[config.mk]
export PLATFORM = sky130hd
export DESIGN_NAME = sfad_mul
export DESIGN_NICKNAME = d
export VERILOG_FILES = /design/src/rtl/core/sfad_pkg.sv /design/src/rtl/core/sfad_mul.sv
export SDC_FILE = /design/constraint.sdc
export NUM_CORES = 2
export LEC_CHECK = 0
export BUFFER_PORTS_ARGS = -buffer_cell sky130_fd_sc_hd__buf_2
export CAP_MARGIN = 0
export CORE_MARGIN = 2
export CORE_UTILIZATION = 44
export CTS_BUF_LIST = sky130_fd_sc_hd__clkbuf_16
export DETAILED_ROUTE_END_ITERATION = 10
export PLACE_DENSITY = 0.61
export SYNTH_ARGS = -nofsm -noshare
export SYNTH_HDL_FRONTEND = slang
export SYNTH_SLANG_ARGS = --single-unit
[constraint.sdc]
create_clock -name clk_i -period 10.4 [get_ports clk_i]
set_input_delay 1.04 -clock clk_i [delete_from_list [all_inputs] [get_ports clk_i]]
set_output_delay 1.04 -clock clk_i [all_outputs]
set_load 0.03 [all_outputs]
[src/rtl/core/sfad_pkg.sv]
// Shared types, constants and helper functions for the stereo atan distortion core.
// No dependencies; used by sfad_mul, sfad_cordic and stereo_filtered_atan_distortion.
`timescale 1ns / 1ps
`default_nettype none

package sfad_pkg;

  // config port
  localparam int CFG_ADDR_W = 3;
  localparam int CFG_DATA_W = 32;

  localparam logic [CFG_ADDR_W-1:0] REG_LOW_CUT_GAIN      = 3'd0;
  localparam logic [CFG_ADDR_W-1:0] REG_LOW_CUT_FEEDBACK  = 3'd1;
  localparam logic [CFG_ADDR_W-1:0] REG_HIGH_CUT_GAIN     = 3'd2;
  localparam logic [CFG_ADDR_W-1:0] REG_HIGH_CUT_FEEDBACK = 3'd3;
  localparam logic [CFG_ADDR_W-1:0] REG_DRIVE_SCALE       = 3'd4;
  localparam logic [CFG_ADDR_W-1:0] REG_OUTPUT_SCALE      = 3'd5;

  localparam int GAIN_W  = 23;
  localparam int FB_W    = 24;
  localparam int DRIVE_W = 32;
  localparam int OSCL_W  = 16;

  localparam logic [GAIN_W-1:0]         LOW_CUT_GAIN_RST      = 23'd4120900;
  localparam logic signed [FB_W-1:0]    LOW_CUT_FEEDBACK_RST  = -24'sd4047505;
  localparam logic [GAIN_W-1:0]         HIGH_CUT_GAIN_RST     = 23'd3220400;
  localparam logic signed [FB_W-1:0]    HIGH_CUT_FEEDBACK_RST = 24'sd2246600;
  localparam logic [DRIVE_W-1:0]        DRIVE_SCALE_RST       = 32'd82355;
  localparam logic [OSCL_W-1:0]         OUTPUT_SCALE_RST      = 16'd20840;

  // datapath widths
  localparam int MUL_W  = 33;           // multiplier operand, signed
  localparam int PROD_W = 2 * MUL_W;    // registered product
  localparam int ACC_W  = 48;           // filter sums before saturation
  localparam int MEM_W  = 32;           // filter state and outputs
  localparam int V_W    = 34;           // feedforward terms
  localparam int T_W    = 48;           // pre-gained magnitude
  localparam int T_SHIFT = 16;
  localparam logic [PROD_W-1:0] T_HALF = 66'd32768;

  // cordic
  localparam int ROM_SIZE = 32;
  localparam int ITER_W   = 5;
  localparam int ANG_W    = 30;
  localparam int X_W      = 34;
  localparam int Y_W      = T_W + 1;
  localparam int Z_W      = 33;
  localparam int ZC_W     = 32;
  localparam int NORM_BIT = 30;

  typedef struct packed {
    logic busy;
    logic done;
  } cor_stat_t;

  // angles of atan(2^-i), units of 2^-30 rad
  function automatic logic [ANG_W-1:0] atan_angle(input logic [ITER_W-1:0] idx);
    logic [ANG_W-1:0] a;
    case (idx)
      5'd0:    a = 30'h3243F6A8;
      5'd1:    a = 30'h1DAC6705;
      5'd2:    a = 30'h0FADBAFC;
      5'd3:    a = 30'h07F56EA6;
      5'd4:    a = 30'h03FEAB76;
      5'd5:    a = 30'h01FFD55B;
      5'd6:    a = 30'h00FFFAAA;
      5'd7:    a = 30'h007FFF55;
      5'd8:    a = 30'h003FFFEA;
      5'd9:    a = 30'h001FFFFD;
      5'd10:   a = 30'h000FFFFF;
      5'd11:   a = 30'h0007FFFF;
      5'd12:   a = 30'h0003FFFF;
      5'd13:   a = 30'h0001FFFF;
      5'd14:   a = 30'h0000FFFF;
      5'd15:   a = 30'h00007FFF;
      5'd16:   a = 30'h00003FFF;
      5'd17:   a = 30'h00001FFF;
      5'd18:   a = 30'h00000FFF;
      5'd19:   a = 30'h000007FF;
      5'd20:   a = 30'h000003FF;
      5'd21:   a = 30'h000001FF;
      5'd22:   a = 30'h000000FF;
      5'd23:   a = 30'h0000007F;
      5'd24:   a = 30'h0000003F;
      5'd25:   a = 30'h0000001F;
      5'd26:   a = 30'h0000000F;
      5'd27:   a = 30'h00000008;
      5'd28:   a = 30'h00000004;
      5'd29:   a = 30'h00000002;
      5'd30:   a = 30'h00000001;
      default: a = 30'h00000000;
    endcase
    return a;
  endfunction

  // floor((p + 2^21) / 2^22)
  function automatic logic signed [ACC_W-1:0] rnd22(input logic signed [PROD_W-1:0] p);
    logic signed [PROD_W-1:0] s;
    logic signed [PROD_W-1:0] q;
    s = p + 66'sd2097152;
    q = s >>> 22;
    return q[ACC_W-1:0];
  endfunction

  function automatic logic signed [MEM_W-1:0] sat32(input logic signed [ACC_W-1:0] a);
    logic signed [ACC_W-1:0] hi;
    logic signed [ACC_W-1:0] lo;
    logic signed [MEM_W-1:0] r;
    hi = {{(ACC_W-MEM_W+1){1'b0}}, {(MEM_W-1){1'b1}}};
    lo = {{(ACC_W-MEM_W+1){1'b1}}, {(MEM_W-1){1'b0}}};
    if (a > hi) begin
      r = hi[MEM_W-1:0];
    end else if (a < lo) begin
      r = lo[MEM_W-1:0];
    end else begin
      r = a[MEM_W-1:0];
    end
    return r;
  endfunction

endpackage

`default_nettype wire

[src/rtl/core/sfad_mul.sv]
// Shared signed multiplier with a registered product.
// Depends on sfad_pkg for operand and product widths.
`timescale 1ns / 1ps
`default_nettype none

module sfad_mul (
  input  wire                                   clk_i,
  input  wire  logic signed [sfad_pkg::MUL_W-1:0]  a_i,
  input  wire  logic signed [sfad_pkg::MUL_W-1:0]  b_i,
  output logic signed [sfad_pkg::PROD_W-1:0]      p_o
);

  logic signed [sfad_pkg::PROD_W-1:0] p_q;
  logic signed [sfad_pkg::PROD_W-1:0] p_d;

  assign p_d = a_i * b_i;

  always_ff @(posedge clk_i) begin
    p_q <= p_d;
  end

  assign p_o = p_q;

endmodule

`default_nettype wire

==> impl_metrics.ini <==
[drt]
via_count = 28000
route.detailed.drc = 0
drt_iter0_markers = 1543
wl_per_cell_um = 20.6
ant_nets = 0
drt_first_pass_iters = 5
drt_wl_total_um = 112000
drt-vias-per-instance = 5.13

[synth]
synth_compound_area_share_pct = 3.60
ys_seq_area_share_pct = 3.27
ys_types = 61
synthXorXnorAreaFrac_pct = 1.63
yosys_most_used_dff = dfxtp_1
postSynthCellCount = 4302
synth.area.mux_share_pct = 0
synth_top_family_by_area = adder cells
syn_nets = 5731
synth_area_um2 = 40400
syn_area_per_cell_um2 = 9.38
synth_enable_flop_cells = 0
ys_ff_latch = 66
synthAdderAreaFrac_pct = 63.5
async_reset_ff_share_pct = 0
synth-simple-area-share_pct = 15.4
ys_warn_count = 0

[finish]
drive_gt1_share_pct = 4.78
layout_commonest_cell = fa_1
regArea_um2 = 1320
area_growth_pct = 4.67
final_cell_mix = fa_1, inv_1, and2_1
largest_register_ff_count = 66
multi_input_area_um2 = 34000
nNetsFinal = 5688
fill_cells = 8849

[global_route]
gr-total-overflow = 0
track_usage_pct = 25.5
grt_pass1_wl_um = 181000
grt_max_degree = 34
first_global_vias = 31400
antenna_found_initial = 12

[placement]
port_buffers = 132
dp_hpwl_um = 91200
gp_congestion = 0.931

[setup_path]
crit_arrival_ns = 9.47
crit_buf_inv = 5
setup.worst_path.class = input port to flip-flop
cp_slowest_cell = o211ai_1
cp_top_family = adder cells
critical_path.max_stage_delay_ns = 0.84
cp-start-kind = input port
critPathRequiredTime_ns = 10.73
worst_path_most_repeated_cell = fa_1
cp_max_fo = 33
endpoint_kind = flip-flop
crit_chain = buf_2 -> and2_1 -> fa_1 -> fa_1 -> inv_1 -> fa_1 -> fa_1 -> inv_1 -> fa_1 -> fa_1 -> fa_1 -> inv_1 -> fa_1 -> inv_1 -> ha_1 -> nand2_1 -> nor2_1 -> nand3_1 -> o211ai_1 -> a211oi_1 -> o21ba_2 -> o21ai_1 -> xor2_1

[clocking]
cts_root_buf = clkbuf_16
post_cts_resized = 0
cts_setup_buffers = 0
clk_pin_slew_ns = 0.06
holdBufCountCts = 0
cts_sinks = 66
cts_max_path_buffers = 2
cts_buffers = 9
cts_tree = done
htreeDepth = 3

[min_path]
hp-class = input port to flip-flop
hold_end = p_o[0]
hold_depth = 3
hold_start = b_i[0]

[sta]
tns_ns = 0
slew_headroom_pct = 9.58
finalCritPeriodShare_pct = 87.9
period_needed_ns = 9.14
max_freq_ghz = 0.109
grt_setup_unrepaired = no
drv_slew = 0
hold_viol = 0
worst_pin_slew_ns = 1.34
setup-violations-final = 0

[run]
maxCapViolCount = 0

[die]
die_h_um = 307
core-area_um2 = 91200
io-pin-count = 133
design.die.area_um2 = 94200
start_util_pct = 44.2
die_w_um = 307
rows = 111

[run_status]
outcome = complete, no violations
## per-stage QoR
step	util (%)	instance area (um^2)	hold slack (ns)	std cells	worst slack, ns
after floorplan	-	40400	1.17	4302	2.14
after global placement	46.0	41900	1.47	5434	0.991
after detailed placement	46.0	41900	1.47	5434	0.922
after CTS	46.3	42200	1.27	5450	1.34
after global routing	46.3	42200	1.31	5451	1.01
final	46.3	42200	1.31	5457	1.26
## Yosys cell counts (5+ instances only)
cell type  count  area [um^2]
o21a_1         7         52.6
nand3_1       18         90.1
fa_1        1145        22900
a21oi_1       73          365
inv_1       1133         4250
xnor2_1       55          482
nor4_1         5         31.3
nor3_1         7         35.0
and2_1       562         3520
o21ai_0       37          185
xor2_1        20          175
o21ai_1        5         25.0
and4_1         7         61.3
nand2_1      543         2040
nand4_1        9         56.3
o211ai_1       7         52.6
a211oi_1       5         37.5
ha_1         217         2720
o21bai_1       8         60.1
nand2b_1       9         56.3
a31oi_1        9         56.3
a21o_1        28          210
nor2_1        47          176
clkbuf_1     220          826
dfxtp_1       66         1320
and3_1         7         43.8
## worst min-delay path, delay by kind of cell
family	cells	cell delay, ns
simple gates	1	0.15
buf+inv	2	0.46
## worst max path at each step
stage	from	endpoint	slack, ns	cells past startpoint
6_report	b_i[11]	p_o[47]	1.26	23
3_3_place_gp	b_i[6]	p_o[59]	0.99	23
3_5_place_dp	b_i[6]	p_o[59]	0.92	23
5_1_grt	b_i[6]	p_o[59]	1.01	23
4_1_cts	b_i[6]	p_o[59]	1.34	23
2_1_floorplan	a_i[32]	p_o[65]	2.14	22
## area by class of cell
cell class	instances	share of cell area, %
Antenna cell	7	0.0415
Clock buffer	9	0.533
Clock inverter	7	0.166
Inverter	1133	10.1
Multi-Input combinational cell	2882	80.4
Sequential cell	66	3.13
Tap cell	1186	3.51
Timing Repair Buffer	167	2.19
## cells by family (layout without fill, tap and decap cells)
| family | count (synthesis) | after routing |
|---|---|---|
| adders and majority gates | 1362 | 1362 |
| AOI/OAI and AO/OA | 217 | 217 |
| xor gates and xnor gates | 75 | 75 |
| buffers and inverters | 1354 | 1316 |
| DFF | 66 | 66 |
| other | 0 | 7 |
| and+or+nand+nor | 1228 | 1228 |
## per-layer routing
metal	routed length, um	track usage [%]
met2	53800	41.7
met1	47500	34.4
met4	3450	7.81
met3	7530	5.26
met5	61	0
Power is not shown: default switching activity piles up to over one toggle a cycle in this logic, so the estimate is an artifact.
